<file path="src/sv/hrpg_pkg.sv">
// ----------------------------------------------------------------------------
// Hue ring pixel generator package
// Shared widths, register indexes and the CORDIC arctangent table.
// ----------------------------------------------------------------------------
package hrpg_pkg;

  localparam int COORD_BITS_DEF = 12;
  localparam int HUE_BITS_DEF   = 12;

  localparam int DIM_W    = 13;
  localparam int BAND_W   = 12;
  localparam int CFG_W    = 13;
  localparam int CFG_IDX_W = 2;
  localparam int RGB_W    = 24;
  localparam int HUE_W    = 12;
  localparam int ANG_BITS = 24;
  localparam int ITERS    = 16;
  localparam int GUARD    = 16;

  localparam logic [CFG_IDX_W-1:0] REG_AREA_WIDTH  = 2'd0;
  localparam logic [CFG_IDX_W-1:0] REG_AREA_HEIGHT = 2'd1;
  localparam logic [CFG_IDX_W-1:0] REG_OUTER_DIAM  = 2'd2;
  localparam logic [CFG_IDX_W-1:0] REG_BAND_WIDTH  = 2'd3;

  localparam logic [DIM_W-1:0]  RST_AREA_WIDTH  = 13'd240;
  localparam logic [DIM_W-1:0]  RST_AREA_HEIGHT = 13'd240;
  localparam logic [DIM_W-1:0]  RST_OUTER_DIAM  = 13'd240;
  localparam logic [BAND_W-1:0] RST_BAND_WIDTH  = 12'd50;

  function automatic logic [ANG_BITS-1:0] atan_turn(input logic [3:0] i);
    logic [ANG_BITS-1:0] t;
    unique case (i)
      4'd0:  t = 24'd2097152;
      4'd1:  t = 24'd1238021;
      4'd2:  t = 24'd654136;
      4'd3:  t = 24'd332050;
      4'd4:  t = 24'd166669;
      4'd5:  t = 24'd83416;
      4'd6:  t = 24'd41718;
      4'd7:  t = 24'd20860;
      4'd8:  t = 24'd10430;
      4'd9:  t = 24'd5215;
      4'd10: t = 24'd2608;
      4'd11: t = 24'd1304;
      4'd12: t = 24'd652;
      4'd13: t = 24'd326;
      4'd14: t = 24'd163;
      default: t = 24'd81;
    endcase
    return t;
  endfunction

endpackage

</file>
<file path="src/sv/hrpg_cordic.sv">
// ----------------------------------------------------------------------------
// Hue ring CORDIC arctangent
// Pipelined vectoring CORDIC, one iteration per stage, with a side-band
// that rides along with each transaction.
// ----------------------------------------------------------------------------
module hrpg_cordic #(
  parameter int VEC_W = 16,
  parameter int SIDE_W = 1
) (
  input  logic                          clk,
  input  logic                          rst,
  input  logic                          advance,
  input  logic                          in_valid,
  input  logic signed [VEC_W-1:0]       in_x,
  input  logic signed [VEC_W-1:0]       in_y,
  input  logic [SIDE_W-1:0]             in_side,
  output logic                          out_valid,
  output logic [hrpg_pkg::ANG_BITS-1:0] out_angle,
  output logic [SIDE_W-1:0]             out_side
);
  import hrpg_pkg::*;

  // Guard bits plus growth headroom; x grows by at most about 1.65.
  localparam int W = VEC_W + GUARD + 2;

  logic signed [W-1:0]   xs [ITERS+1];
  logic signed [W-1:0]   ys [ITERS+1];
  logic [ANG_BITS-1:0]   zs [ITERS+1];
  logic [SIDE_W-1:0]     sd [ITERS+1];
  logic                  vs [ITERS+1];
  logic signed [W-1:0]   x0;
  logic signed [W-1:0]   y0;

  // Pre-rotation: a left half-plane vector is negated, starting at half a turn.
  always_comb begin
    x0 = {{(W-VEC_W-GUARD){in_x[VEC_W-1]}}, in_x, {GUARD{1'b0}}};
    y0 = {{(W-VEC_W-GUARD){in_y[VEC_W-1]}}, in_y, {GUARD{1'b0}}};
  end

  always_ff @(posedge clk) begin
    if (rst) begin
      vs[0] <= 1'b0;
    end else if (advance) begin
      vs[0] <= in_valid;
    end
    if (advance) begin
      sd[0] <= in_side;
      if (in_x[VEC_W-1]) begin
        xs[0] <= -x0;
        ys[0] <= -y0;
        zs[0] <= ANG_BITS'(1) << (ANG_BITS - 1);
      end else begin
        xs[0] <= x0;
        ys[0] <= y0;
        zs[0] <= '0;
      end
    end
  end

  for (genvar i = 0; i < ITERS; i++) begin : g_iter
    logic signed [W-1:0] xsh;
    logic signed [W-1:0] ysh;
    assign xsh = xs[i] >>> i;
    assign ysh = ys[i] >>> i;
    always_ff @(posedge clk) begin
      if (rst) begin
        vs[i+1] <= 1'b0;
      end else if (advance) begin
        vs[i+1] <= vs[i];
      end
      if (advance) begin
        sd[i+1] <= sd[i];
        if (ys[i] > 0) begin
          xs[i+1] <= xs[i] + ysh;
          ys[i+1] <= ys[i] - xsh;
          zs[i+1] <= zs[i] + atan_turn(4'(i));
        end else begin
          xs[i+1] <= xs[i] - ysh;
          ys[i+1] <= ys[i] + xsh;
          zs[i+1] <= zs[i] - atan_turn(4'(i));
        end
      end
    end
  end

  assign out_valid = vs[ITERS];
  assign out_angle = zs[ITERS];
  assign out_side  = sd[ITERS];

endmodule

</file>
<file path="config.mk">
export PLATFORM = sky130hd
export DESIGN_NAME = hrpg_cordic
export DESIGN_NICKNAME = d
export VERILOG_FILES = /design/src/sv/hrpg_pkg.sv /design/src/sv/hrpg_cordic.sv
export SDC_FILE = /design/constraint.sdc
export NUM_CORES = 2
export LEC_CHECK = 0
export ABC_AREA = 1
export BUFFER_PORTS_ARGS = -buffer_cell sky130_fd_sc_hd__buf_2
export CELL_PAD_IN_SITES_DETAIL_PLACEMENT = 1
export CELL_PAD_IN_SITES_GLOBAL_PLACEMENT = 1
export CORE_MARGIN = 10
export CORE_UTILIZATION = 40
export CTS_CLUSTER_DIAMETER = 200
export DETAILED_ROUTE_END_ITERATION = 7
export PLACE_DENSITY_LB_ADDON = 0.3
export SLEW_MARGIN = 5
export SYNTH_ARGS = -nofsm -noshare
export SYNTH_HDL_FRONTEND = slang
export SYNTH_SLANG_ARGS = --single-unit
</file>
<file path="constraint.sdc">
create_clock -name clk -period 5.7 [get_ports clk]
set_clock_uncertainty 0.05 [all_clocks]
set_input_delay 1.14 -clock clk [delete_from_list [all_inputs] [get_ports clk]]
set_output_delay 1.14 -clock clk [all_outputs]
set_load 0.01 [all_outputs]
</file>
==> results.toml <==
[status]
status = "completed"

[global_routing]
grt_usage = 0.243
grt_pass1_wl_um = 581000
grt_overflow = 0
antenna_found_initial = 10
grt_max_degree = 150
first_global_vias = 100049

[routing]
drt_first_pass_iters = 6
avgViaCountPerCell = 5.39
drc = 0
postRouteAntennaNets = 0
route.detailed.wl_per_inst_um = 21.0
wl_um = 376000
vias = 96549
drt_iter0_markers = 5743

[cts]
ctsResizeCount = 0
cts_made_buffers = 160
worstSkewPairLatency_ps = 870
clock_sinks = 1243
cts-htree-levels = 4
cts_hold_buf = 0
tritoncts = "done"
clkTransAtPathRegs_ps = 70
cts_root_buf = "clkbuf_16"
clockBufferDepth = 4
postCtsSetupRepairBufs = 0

[floorplan]
die_x_um = 546
io_pins = 63
core.rowCount = 193
design.core.area_mm2 = 0.276
dieArea_mm2 = 0.298
dieHeight_um = 546
start_util = 0.401

[flow_run]
maxCapViolations = 0

[sta]
setup_viol = 0
timing_hold_violations_final = 0
worst_slack_ps = 261
worstMarginPinSlew_ps = 1220
max-slew-margin-rel = 0.190
rsz0062_at_grt = "no"
finalSetupTns_ps = 0
finalCriticalPeriod_ps = 5440
period_share = 0.954
maxSlewViolCount = 0
fmax_mhz = 184

[synth]
synthCells = 13860
ys_warn_count = 0
ys_types = 72
yosys.area.top_type = "edfxtp_1"
synth_edf_count = 1243
synthTopCellsByArea = "edfxtp_1 34%, ha_1 13%, xor2_1 9.0%, nand2_1 8.8%, inv_1 6.1%"
yosysMostFrequentCell = "nand2_1"
synth_nets = 15067
ys.flop_type = "edfxtp_1"
synth_common_cells = "2588 x nand2_1, 1790 x inv_1, 1415 x nor2_1, 1325 x a21oi_1, 1243 x edfxtp_1"
ys_async_sr_fraction = 0
avgSynthCellArea_um2 = 7.99
synth-seq-cells = 1243
synth_seq_area_share = 0.337
synth_top_area_share = 0.337
syn_area_mm2 = 0.111

[layout]
filler_cell_count = 33822
fin_util = 0.440
syn_to_final_growth_pct = 9.51
stdcell_area_mm2 = 0.121
fin_nets = 15276
drive_gt1_frac = 0.0362

[hold_path]
hold_depth = 0
min_from = "zs[11][1]"
hold_path_class = "reg -> reg"

[setup_path]
r2r_start = "ys[4][10]"
worstSetupStartpoint = "ys[4][10]"
path_class = "reg -> reg"
r2r_cells = 21
worstSetupEndpointType = "flip-flop"
crit_fanout = 16
crit_required_ps = 6250
worstPathArrival_ps = 5980
worst_setup_path_start_kind = "flip-flop"

[placement]
place_hpwl_um = 315000
place_ws_ps = -2.12
dpl_cell_area_mm2 = 0.116
io_buffers = 61
gp_congestion = 0.989
==> metrics by stage <==
step | hold WS, ps | instances
2_1_floorplan | 350 | 13860
3_3_place_gp | 351 | 17612
3_5_place_dp | 357 | 17612
4_1_cts | 350 | 17898
5_1_grt | 369 | 17899
6_report | 359 | 17900
==> logic make-up (layout without fill, tap and decap cells) <==
group / after synthesis / count (layout) / share of synthesized area
buf+inv: 1928 / 2261 / 0.0665
flops: 1243 / 1243 / 0.337
simple gates: 5015 / 5015 / 0.187
xor+xnor: 1612 / 1612 / 0.128
mux: 2 / 2 / 0.000181
compound gates: 2889 / 2889 / 0.148
other cells: 1 / 3 / 0.0000338
fa+ha+maj: 1170 / 1170 / 0.135
==> worst max-delay path, cell delays in order, from the launching register on <==
cell      delay, ps
edfxtp_1        540
clkinv_1        350
ha_1            340
nand2_1         130
nor2_1          110
nand3_1         110
nand2_2         120
nand2_2         250
clkinv_1        170
buf_4           240
nor2_1          130
xor2_1          160
inv_1            50
ha_1            350
a21oi_1         150
a21boi_0        530
o21ai_0         360
a21oi_1         350
o21ai_0         240
a21oi_1         230
nand3b_1        130
nand2_1          80
==> metal layers <==
metal | vias up | global-route usage | routed length, um
met4 | 2 | 0.0774 | 13800
li1 | 47600 | - | -
met3 | 550 | 0.0305 | 15300
met2 | 1736 | 0.441 | 187000
met5 | - | 0 | 20
met1 | 46661 | 0.296 | 160000
==> registers in the layout (all words and copies together), names as in the netlist <==
name	count
ys	467
xs	413
zs	329
sd	17
vs	17
==> worst paths after layout <==
| check | to | slack [ps] |
|---|---|---|
| max | ys[5][33] | 260 |
| min reg2reg | zs[12][1] | 360 |
| max reg2reg | ys[5][33] | 260 |
| min | zs[12][1] | 360 |
==> cell type report <==
type | count | area, um^2 | share of cell area
Antenna cell | 2 | 5.00 | 0.0000412
Clock buffer | 195 | 4220 | 0.0348
Clock inverter | 91 | 1070 | 0.00882
Inverter | 1803 | 6770 | 0.0558
Multi-Input combinational cell | 10689 | 66100 | 0.545
Sequential cell | 1243 | 37300 | 0.308
Tap cell | 3705 | 4640 | 0.0382
Timing Repair Buffer | 172 | 1200 | 0.00992
==> cell usage in the layout, fill, tap and decap left out, drive strengths merged, types with 60 or more instances in the layout <==
master / n
a21boi: 60
a21o: 118
a21oi: 1326
a31oi: 181
buf: 172
clkbuf: 195
edfxtp: 1243
ha: 1134
inv: 1805
nand2: 2605
nand3: 446
nand4: 142
nor2: 1430
nor3: 197
nor4: 117
o211ai: 73
o21a: 66
o21ai: 806
o31ai: 78
xnor2: 473
xor2: 1137
Power is not shown: default switching activity piles up to over one toggle a cycle in this logic, so the estimate is an artifact.
